**config.mk**
```make
export PLATFORM = sky130hd
export DESIGN_NAME = serial_frame_word_parser
export DESIGN_NICKNAME = d
export VERILOG_FILES = /design/src/rtl/sfwp_pkg.sv /design/src/rtl/sfwp_frame_parser.sv /design/src/rtl/sfwp_restart_ctr.sv /design/src/rtl/serial_frame_word_parser.sv
export VERILOG_INCLUDE_DIRS = /design/src /design/src/rtl
export SDC_FILE = /design/constraint.sdc
export NUM_CORES = 1
export LEC_CHECK = 0
export BUFFER_PORTS_ARGS = -buffer_cell sky130_fd_sc_hd__buf_2
export CAP_MARGIN = 5
export CORE_UTILIZATION = 40
export CTS_CLUSTER_DIAMETER = 50
export DETAILED_ROUTE_END_ITERATION = 6
export PLACE_DENSITY_LB_ADDON = 0.05
export SLEW_MARGIN = 20
export SYNTH_ARGS = -nofsm -noshare
export SYNTH_HDL_FRONTEND = slang
export SYNTH_SLANG_ARGS = --single-unit
export TNS_END_PERCENT = 10
```
**constraint.sdc**
```tcl
create_clock -name clk -period 7.68 [get_ports clk]
set_clock_uncertainty 0.05 [all_clocks]
set_input_delay 0 -clock clk [delete_from_list [all_inputs] [get_ports clk]]
set_output_delay 0 -clock clk [all_outputs]
set_load 0.05 [all_outputs]
```
**src/rtl/serial_frame_word_parser_macros.svh**
```systemverilog
// Assertion helpers included by the top-level parser file.
`ifndef SERIAL_FRAME_WORD_PARSER_MACROS_SVH
`define SERIAL_FRAME_WORD_PARSER_MACROS_SVH

// Same-cycle implication, checked outside reset.
`define SFWP_ASSERT_NOW(label, clk, rst_n, ante, cons) \
	label: assert property (@(posedge clk) disable iff (!rst_n) (ante) |-> (cons)) \
		else $error("assertion failed: same-cycle implication");

// Next-cycle implication, checked outside reset.
`define SFWP_ASSERT_NEXT(label, clk, rst_n, ante, cons) \
	label: assert property (@(posedge clk) disable iff (!rst_n) (ante) |=> (cons)) \
		else $error("assertion failed: next-cycle implication");

`endif

```
**src/rtl/sfwp_pkg.sv**
```systemverilog
package sfwp_pkg;

	localparam int NUM_MOTORS = 4;
	localparam int MOTOR_IDX_W = (NUM_MOTORS > 1) ? $clog2(NUM_MOTORS) : 1;

	localparam logic [7:0] START_BYTE = 8'h2A;
	localparam logic [7:0] END_BYTE   = 8'h23;

	localparam logic [15:0] PATTERN_W0 = 16'h0031;
	localparam logic [15:0] PATTERN_W1 = 16'h0032;
	localparam logic [15:0] PATTERN_W2 = 16'h0033;
	localparam logic [15:0] PATTERN_W3 = 16'h0034;

	// Frame position codes: idle, first data byte, last data byte, closing byte.
	localparam logic [3:0] POS_IDLE       = 4'd0;
	localparam logic [3:0] POS_FIRST_DATA = 4'd1;
	localparam logic [3:0] POS_LAST_DATA  = 4'd8;
	localparam logic [3:0] POS_CLOSE      = 4'd9;

	typedef struct packed {
		logic             done;
		logic             pat;
		logic [3:0][15:0] words;
	} pub_t;

endpackage

```
**src/rtl/sfwp_frame_parser.sv**
```systemverilog
module sfwp_frame_parser
	import sfwp_pkg::*;
(
	input  logic       clk,
	input  logic       arst_n,
	input  logic       step,
	input  logic [7:0] rx_byte,
	output pub_t       pub
);

	logic [3:0] pos_q;
	logic [3:0] pos_d;
	logic [7:0] bytes_q [8];
	logic       wr_en;
	logic [2:0] wr_addr;

	always_comb begin
		pos_d     = pos_q;
		wr_en     = 1'b0;
		wr_addr   = 3'(pos_q - 4'd1);
		pub.done  = 1'b0;
		pub.pat   = 1'b0;
		pub.words = '0;
		if (pos_q == POS_IDLE) begin
			if (rx_byte == START_BYTE) begin
				pos_d = POS_FIRST_DATA;
			end
		end else if (pos_q <= POS_LAST_DATA) begin
			wr_en = 1'b1;
			pos_d = pos_q + 4'd1;
		end else begin
			// The closing byte, or an unreachable position, always returns to idle.
			if (pos_q == POS_CLOSE && rx_byte == END_BYTE) begin
				pub.done = 1'b1;
				for (int k = 0; k < 4; k++) begin
					pub.words[k] = {bytes_q[2 * k], bytes_q[2 * k + 1]};
				end
				pub.pat = (pub.words[0] == PATTERN_W0) && (pub.words[1] == PATTERN_W1) &&
					(pub.words[2] == PATTERN_W2) && (pub.words[3] == PATTERN_W3);
			end
			pos_d = POS_IDLE;
		end
	end

	always_ff @(posedge clk or negedge arst_n) begin
		if (!arst_n) begin
			pos_q <= POS_IDLE;
		end else if (step) begin
			pos_q <= pos_d;
		end
	end

	// Byte slots, high byte of each word at the even slot.
	always_ff @(posedge clk) begin
		if (step && wr_en) begin
			bytes_q[wr_addr] <= rx_byte;
		end
	end

endmodule

```
**src/rtl/sfwp_restart_ctr.sv**
```systemverilog
module sfwp_restart_ctr
	import sfwp_pkg::*;
(
	input  logic       clk,
	input  logic       arst_n,
	input  logic       step,
	input  pub_t       pub,
	input  logic [1:0] ask_index,
	output logic [7:0] restart_total
);

	logic [7:0]             run_q;
	logic [7:0]             run_inc;
	logic [7:0]             counts_q [NUM_MOTORS];
	logic                   motor_ok;
	logic [MOTOR_IDX_W-1:0] motor;
	logic                   bump;
	logic [7:0]             count_cur;

	assign run_inc  = run_q + 8'd1;
	assign motor_ok = 32'(ask_index) < NUM_MOTORS;
	assign motor    = MOTOR_IDX_W'(ask_index);
	assign bump     = pub.done && pub.pat && (run_inc == 8'd1) && motor_ok;

	always_comb begin
		count_cur = 8'd0;
		if (motor_ok) begin
			count_cur = counts_q[motor];
		end
		restart_total = bump ? count_cur + 8'd1 : count_cur;
	end

	always_ff @(posedge clk or negedge arst_n) begin
		if (!arst_n) begin
			run_q <= 8'd0;
			for (int m = 0; m < NUM_MOTORS; m++) begin
				counts_q[m] <= 8'd0;
			end
		end else if (step) begin
			if (pub.done) begin
				run_q <= pub.pat ? run_inc : 8'd0;
			end
			if (bump) begin
				counts_q[motor] <= count_cur + 8'd1;
			end
		end
	end

endmodule

```
**src/rtl/serial_frame_word_parser.sv**
```systemverilog
// Serial frame word parser. Each input word carries one received byte and a
// motor index; each produces exactly one output word. A frame is '*', eight
// data bytes forming four big-endian 16-bit words, and a closing '#'. On the
// closing '#' the words are published with tlast set, and tuser flags the
// pattern '1','2','3','4', which steps a run counter and, when the run
// reaches one, bumps the restart count of the indexed motor. Every output
// reports that motor's restart count after its byte. Each byte passes
// through an input register and then a result register; one word is
// accepted every cycle as long as the output side keeps taking results.
`include "serial_frame_word_parser_macros.svh"

module serial_frame_word_parser
	import sfwp_pkg::*;
(
	input  logic        clk,
	input  logic        arst_n,
	input  logic        s_tvalid,
	output logic        s_tready,
	input  logic [15:0] s_tdata,   // rx_byte[7:0], ask_index[9:8], zero pad
	output logic        m_tvalid,
	input  logic        m_tready,
	output logic [71:0] m_tdata,   // word_a, word_b, word_c, word_d, restart_total
	output logic        m_tlast,   // frame_done
	output logic        m_tuser    // pattern_seen
);

	logic       valid_s1;
	logic [7:0] rx_s1;
	logic [1:0] idx_s1;
	logic       adv_out;
	logic       step;
	pub_t       pub;
	logic [7:0] restart_total;

	assign adv_out  = !m_tvalid || m_tready;
	assign step     = valid_s1 && adv_out;
	assign s_tready = !valid_s1 || adv_out;

	always_ff @(posedge clk or negedge arst_n) begin
		if (!arst_n) begin
			valid_s1 <= 1'b0;
		end else if (s_tready) begin
			valid_s1 <= s_tvalid;
		end
	end

	always_ff @(posedge clk) begin
		if (s_tvalid && s_tready) begin
			rx_s1  <= s_tdata[7:0];
			idx_s1 <= s_tdata[9:8];
		end
	end

	sfwp_frame_parser u_parser (
		.clk     (clk),
		.arst_n  (arst_n),
		.step    (step),
		.rx_byte (rx_s1),
		.pub     (pub)
	);

	sfwp_restart_ctr u_restart (
		.clk           (clk),
		.arst_n        (arst_n),
		.step          (step),
		.pub           (pub),
		.ask_index     (idx_s1),
		.restart_total (restart_total)
	);

	always_ff @(posedge clk or negedge arst_n) begin
		if (!arst_n) begin
			m_tvalid <= 1'b0;
		end else if (adv_out) begin
			m_tvalid <= valid_s1;
		end
	end

	always_ff @(posedge clk) begin
		if (step) begin
			m_tdata <= {restart_total, pub.words[3], pub.words[2], pub.words[1], pub.words[0]};
			m_tlast <= pub.done;
			m_tuser <= pub.pat;
		end
	end

	`SFWP_ASSERT_NOW(a_pat_needs_done, clk, arst_n, m_tvalid && m_tuser, m_tlast)
	`SFWP_ASSERT_NOW(a_words_zero_idle, clk, arst_n, m_tvalid && !m_tlast, m_tdata[63:0] == 64'd0)
	`SFWP_ASSERT_NEXT(a_step_fills_out, clk, arst_n, step, m_tvalid)

endmodule

```
==> flow_summary.json, run 1 <==
{
  "clk_latency_ns": 0.43,
  "powerDensity_nw_per_um2": 268,
  "netlist_top_cells_area": "edfxtp_1, dfrtp_1, mux2_2",
  "gp_congestion": 0.759,
  "start_util": 0.413,
  "die_x_um": 142,
  "rrSetupSlack_ns": 4.30,
  "cts_tree": "yes",
  "cpPeakStageDelay_ns": 0.55,
  "r2r-end": "m_tdata[65]",
  "syn_area_per_cell_um2": 15.8,
  "drive_above_1_share": 0.293,
  "critPathSlowestCell": "edfxtp_1",
  "rows": 50,
  "drtAntennaViolNets": 0,
  "gr-total-overflow": 0,
  "port_buffers": 89,
  "drcViolationCount": 0,
  "grt_usage": 0.167,
  "h-tree-depth": 4,
  "cap_violations": 0,
  "rr_worst_depth": 7,
  "antennaDiodeCount": 0,
  "root_buffer": "clkbuf_16",
  "p_sw_mw": 0.672,
  "synth_most_common_cell": "edfxtp_1",
  "r2r_start": "rx_s1[7]",
  "rsz0062_at_grt": "false",
  "clockBufferDepth": 2,
  "report.final.hold_viol_count": 0,
  "postCtsSetupBuffers": 0,
  "slew_headroom": 0.263,
  "nets": 632,
  "post-route-period-util": 0.440,
  "arrival_ns": 3.50,
  "slew_violations": 0,
  "outcome": "finished, final reports clean",
  "ctsResizeCount": 0,
  "ioPinCount": 96,
  "ys_async_sr_fraction": 0.237,
  "clk_pin_slew_worst_paths_ns": 0.07,
  "core_um2": 18900,
  "synth.distinct_cells": 45,
  "vdd_drop_max_mv": 0.199,
  "cellInternalPower_mw": 1.82,
  "worstSetupPathType": "flop to flop",
  "clock-sinks": 194,
  "die_area_um2": 20000,
  "endpoint_kind": "flop",
  "finalSetupViolCount": 0,
  "ys_ff_latch": 194,
  "holdWs_ns": 0.0728,
  "met2_usage": 0.309,
  "dp_hpwl_um": 10300,
  "postSynthNetCount": 519,
  "comb_power_share": 0.116,
  "p_leak_nw": 3.60,
  "grt_max_degree": 83,
  "path_cells": "or2_2, nor4_2, buf_4, and2_1, nand3_1, nor2_4, mux2_2",
  "yosysWarnings": 0,
  "vias": 4388,
  "cp_max_fo": 66,
  "wl_um": 15700,
  "die_h_um": 142,
  "syn2layout_area_growth_pct": 19.4,
  "required_ns": 7.80,
  "syn_inst": 492,
  "antenna_found_initial": 0,
  "synth-seq-area-share": 0.718,
  "hp-class": "input pin to asynchronous set/reset pin",
  "grt_pass1_wl_um": 25000,
  "grtUsageMet3": 0.0331,
  "p_seq_frac": 0.518,
  "tns_ns": 0,
  "cts_inserted_buffers": 17,
  "vias_per_cell": 5.00,
  "syn_area_um2": 7790,
  "grt_pass1_vias": 4538,
  "max_freq_mhz": 296,
  "p_clk_frac": 0.367,
  "cp-start-kind": "flop",
  "period_needed_ns": 3.38,
  "drt-initial-drc-count": 191,
  "p_sw_frac": 0.270,
  "tightest_slew_ns": 1.11,
  "synth_top_area_share": 0.570,
  "ys.flop_type": "edfxtp_1",
  "avgRoutedWirePerCell_um": 17.9,
  "finalPower_mw": 2.49,
  "synth_edf_count": 148,
  "grt_util_met1": 0.194,
  "firstDrtPassIters": 4,
  "synth_top_cells_by_count": "edfxtp_1, and2_1, dfrtp_1",
  "synth.largest_area_cell": "edfxtp_1",
  "grt_busiest_layer": "met2"
}
==> how the worst max path moves through the flow <==
| stage | endpoint | cells past startpoint | startpoint | slack [ns] |
|---|---|---|---|---|
| global route | m_tdata[65] | 9 | u_parser.pos_q[0] | 4.01 |
| global placement | m_tdata[65] | 7 | rx_s1[2] | 4.21 |
| floorplan | u_parser.bytes_q[3][0] | 7 | m_tvalid | 4.20 |
| CTS | m_tdata[65] | 7 | rx_s1[7] | 4.20 |
| finish | m_tdata[65] | 7 | rx_s1[7] | 4.30 |
| detailed placement | m_tdata[65] | 7 | rx_s1[7] | 4.20 |
==> per-layer routing <==
metal / share of wire / vias to the layer above / wire length, um
li1: - / 2071 / -
met1: 0.42 / 2224 / 6610
met2: 0.54 / 79 / 8470
met3: 0.028 / 14 / 437
met4: 0.013 / 0 / 198
met5: 0 / - / 0
==> area by class of cell <==
class / instances / area [um2]
Multi-Input combinational cell: 278 / 2140
Clock buffer: 17 / 425
Timing Repair Buffer: 105 / 603
Clock inverter: 15 / 183
Tap cell: 260 / 325
Inverter: 9 / 35.0
Sequential cell: 194 / 5600
Fill cell: 1692 / 9590
==> power by group through the flow <==
| stage | clock, mW | combinational, mW | sequential, mW |
|---|---|---|---|
| 2_1_floorplan | 0 | 0.137 | 1.37 |
| 3_3_place_gp | 0 | 0.275 | 1.31 |
| 3_5_place_dp | 0 | 0.282 | 1.31 |
| 4_1_cts | 0.930 | 0.289 | 1.29 |
| 5_1_grt | 0.969 | 0.310 | 1.30 |
| 6_report | 0.914 | 0.288 | 1.29 |
==> what timing repair did <==
item                       4_1_cts  5_1_grt
hold endpoints to repair        58        0
hold buffers                    14        0
setup endpoints to repair        0        0
==> placed cells by master (no fill, tap or decap), types with 3 or more instances in the layout <==
master	instances
inv_1	8
mux2i_1	3
clkinv_2	4
nor2_1	14
buf_4	3
nor4_1	12
xnor2_1	10
inv_6	4
nand3_1	11
o21ai_0	10
nand2b_1	5
mux4_2	7
xor2_1	4
nor3_1	10
dlygate4sd3_1	14
clkinv_4	4
a21oi_1	3
and2_1	66
bufinv_16	3
nand4_1	9
mux2_2	38
buf_2	88
nand2_1	22
ha_1	7
clkbuf_16	17
edfxtp_1	148
dfrtp_1	46
nor2_4	5
nor4b_1	9
nor4bb_1	3
==> registers in the layout, indices dropped and copies added (netlist names) <==
name / cells
m_tdata: 72
u_parser.bytes_q: 64
u_restart.counts_q: 32
rx_s1: 8
u_restart.run_q: 8
u_parser.pos_q: 4
idx_s1: 2
m_tlast: 1
m_tuser: 1
m_tvalid: 1
valid_s1: 1
==> through the flow <==
step           area, um2  utilization  cells  setup slack, ns
3_3_place_gp        8540        0.452    832             4.21
5_1_grt             9310        0.493    878             4.01
3_5_place_dp        8550        0.453    832             4.20
6_report            9310        0.493    878             4.30
2_1_floorplan       7790            -    492             4.20
4_1_cts             9300        0.492    878             4.20
==> cell families (layout without fill, tap and decap cells) <==
logic type | after synthesis | count (layout) | share of synthesized area
buffers and inverters | 20 | 146 | 0.00995
AND/OR/NAND/NOR | 182 | 182 | 0.143
AO/OA/AOI/OAI | 26 | 26 | 0.0220
XOR/XNOR | 14 | 14 | 0.0157
multiplexers | 49 | 49 | 0.0804
adder cells (fa/ha/maj) | 7 | 7 | 0.0112
flip-flops | 194 | 194 | 0.718
==> worst max-delay path, delay by kind of cell (launching register included) <==
| kind | cells | cell delay (ns) |
|---|---|---|
| buffers and inverters | 1 | 0.44 |
| muxes | 1 | 0.39 |
| and+or+nand+nor | 5 | 1.68 |
| DFF | 1 | 0.55 |
No activity file was read; power rests on OpenSTA's default activity.
==> run 2: changes to the inputs <==
==> constraint.sdc (replaced) <==
create_clock -name clk -period 3.1 [get_ports clk]
set_clock_uncertainty 0.05 [all_clocks]
set_input_delay 0 -clock clk [delete_from_list [all_inputs] [get_ports clk]]
set_output_delay 0 -clock clk [all_outputs]
set_load 0.05 [all_outputs]
==> run 2 against run 1 <==
Net effect: routed wire length rose by 0.80%; final cell count increased by 1.8%; register-to-register slack got worse by 4.0 ns; non-clock buffer count up 16.
==> flow_summary.json, run 2 (synthesis results as in run 1) <==
{
  "outcome": "finished, final reports clean",
  "syn2layout_area_growth_pct": 20.9,
  "r2r-end": "m_tdata[65]",
  "finalSetupViolCount": 0,
  "crit_family": "simple AND/OR/NAND/NOR gates",
  "core_um2": 18900,
  "clockBufferDepth": 2,
  "report.final.hold_viol_count": 0,
  "top_register": "m_tdata",
  "max_freq_mhz": 359,
  "worst-path-buf-inv": 0,
  "period_needed_ns": 2.79,
  "final_design_area_no_fill_um2": 9430,
  "wl_um": 15800,
  "drcViolationCount": 0,
  "gr-total-overflow": 0,
  "antenna_found_initial": 0,
  "placed_area_um2": 8670,
  "top_layer": "met4",
  "ctsResizeCount": 0,
  "nets": 648,
  "arrival_ns": 2.91,
  "drtAntennaViolNets": 0,
  "clk_latency_ns": 0.43,
  "vias": 4421,
  "grt_usage": 0.170,
  "firstDrtPassIters": 4,
  "vdd_drop_max_mv": 0.418,
  "h-tree-depth": 4,
  "dp.cells": 848,
  "cts_inserted_buffers": 17,
  "top_regs": "m_tdata x72, u_parser.bytes_q x64, u_restart.counts_q x32",
  "drive_above_1_share": 0.301,
  "antennaDiodeCount": 0,
  "r2r_start": "u_restart.run_q[0]",
  "final_cells": 894,
  "ioPinCount": 96,
  "die_h_um": 142,
  "drt-met1-wl_um": 6720,
  "grt_max_degree": 66,
  "cap_violations": 0,
  "vias_per_cell": 4.95,
  "gp_congestion": 0.741,
  "cpPeakStageDelay_ns": 0.45,
  "tightest_slew_ns": 0.765,
  "powerDensity_nw_per_um2": 661,
  "drt-initial-drc-count": 227,
  "cp-start-kind": "flop",
  "worstSetupPathType": "flop to flop",
  "hp-class": "input pin to asynchronous set/reset pin",
  "slew_headroom": 0.490,
  "required_ns": 3.23,
  "endpoint_kind": "flop",
  "multiInputGateArea_um2": 2130,
  "clk_pin_slew_worst_paths_ns": 0.07,
  "holdWs_ns": 0.0741,
  "ff_latch_area_um2": 5600,
  "wl_met2_um": 8260,
  "dp_hpwl_um": 10600,
  "avgRoutedWirePerCell_um": 17.7,
  "critPathSlowestCell": "dfrtp_1",
  "post-route-period-util": 0.899,
  "final_common_cell": "edfxtp_1",
  "largest_register_ffs": 72,
  "finalPower_mw": 6.23,
  "cp-startpoint": "u_restart.run_q[0]",
  "fill_cells": 1653,
  "slew_violations": 0,
  "die_area_um2": 20000,
  "rrSetupSlack_ns": 0.31,
  "die_x_um": 142,
  "start_util": 0.413,
  "path_cells": "ha_1, or4_1, a211oi_2, nand3_1, nor2_4, mux2_2",
  "root_buffer": "clkbuf_16",
  "rows": 50,
  "mostFrequentLayoutCells": "edfxtp_1, buf_2, and2_1",
  "rr_worst_depth": 6,
  "rsz0062_at_grt": "false",
  "cp_max_fo": 7,
  "wl_met3_um": 553,
  "clock-sinks": 194,
  "cts_tree": "yes",
  "p_leak_nw": 3.68,
  "grt_pass1_vias": 4561,
  "port_buffers": 89,
  "tns_ns": 0,
  "grt_pass1_wl_um": 25200
}
[run 2: final cells by class]
type | count | area share
Timing Repair Buffer | 121 | 0.0767
Clock inverter | 12 | 0.0191
Clock buffer | 20 | 0.0463
Inverter | 9 | 0.00385
Multi-Input combinational cell | 278 | 0.226
Tap cell | 260 | 0.0345
Sequential cell | 194 | 0.594
[run 2: report_power, final]
group / switching [mW] / internal, mW
sequential: 0.132 / 3.04
clock: 0.949 / 1.36
combinational: 0.544 / 0.211
total: 1.62 / 4.61
[run 2: through the flow]
step | utilization | setup WS, ns
final | 0.499 | 0.313
after global routing | 0.499 | 0.172
after CTS | 0.499 | 0.310
after detailed placement | 0.459 | 0.329
after global placement | 0.459 | 0.378
after floorplan | - | 0.00438
[run 2: layer usage]
layer / global-route usage / vias up
li1: - / 2110
met1: 0.204 / 2194
met2: 0.299 / 98
met3: 0.0324 / 19
met4: 0.0702 / 0
met5: 0 / -
[run 2: timing repair]
action                                 in CTS  in global routing
hold buffers                               14                  0
buffers inserted                            0                  0
endpoints found under the hold margin      58                  0
[run 2: how the worst max path moves through the flow]
stage	endpoint	slack, ns	cells after the start
2_1_floorplan	u_parser.bytes_q[3][0]	0.004	7
3_3_place_gp	m_tdata[65]	0.38	6
3_5_place_dp	m_tdata[65]	0.33	6
4_1_cts	m_tdata[65]	0.31	6
5_1_grt	m_tdata[69]	0.17	8
6_report	m_tdata[65]	0.31	6
[run 2: worst register-to-register path, cell delays in order, from the launching register on]
cell and delay, ns:
dfrtp_1 0.45, ha_1 0.28, or4_1 0.43, a211oi_2 0.41
nand3_1 0.24, nor2_4 0.30, mux2_2 0.39
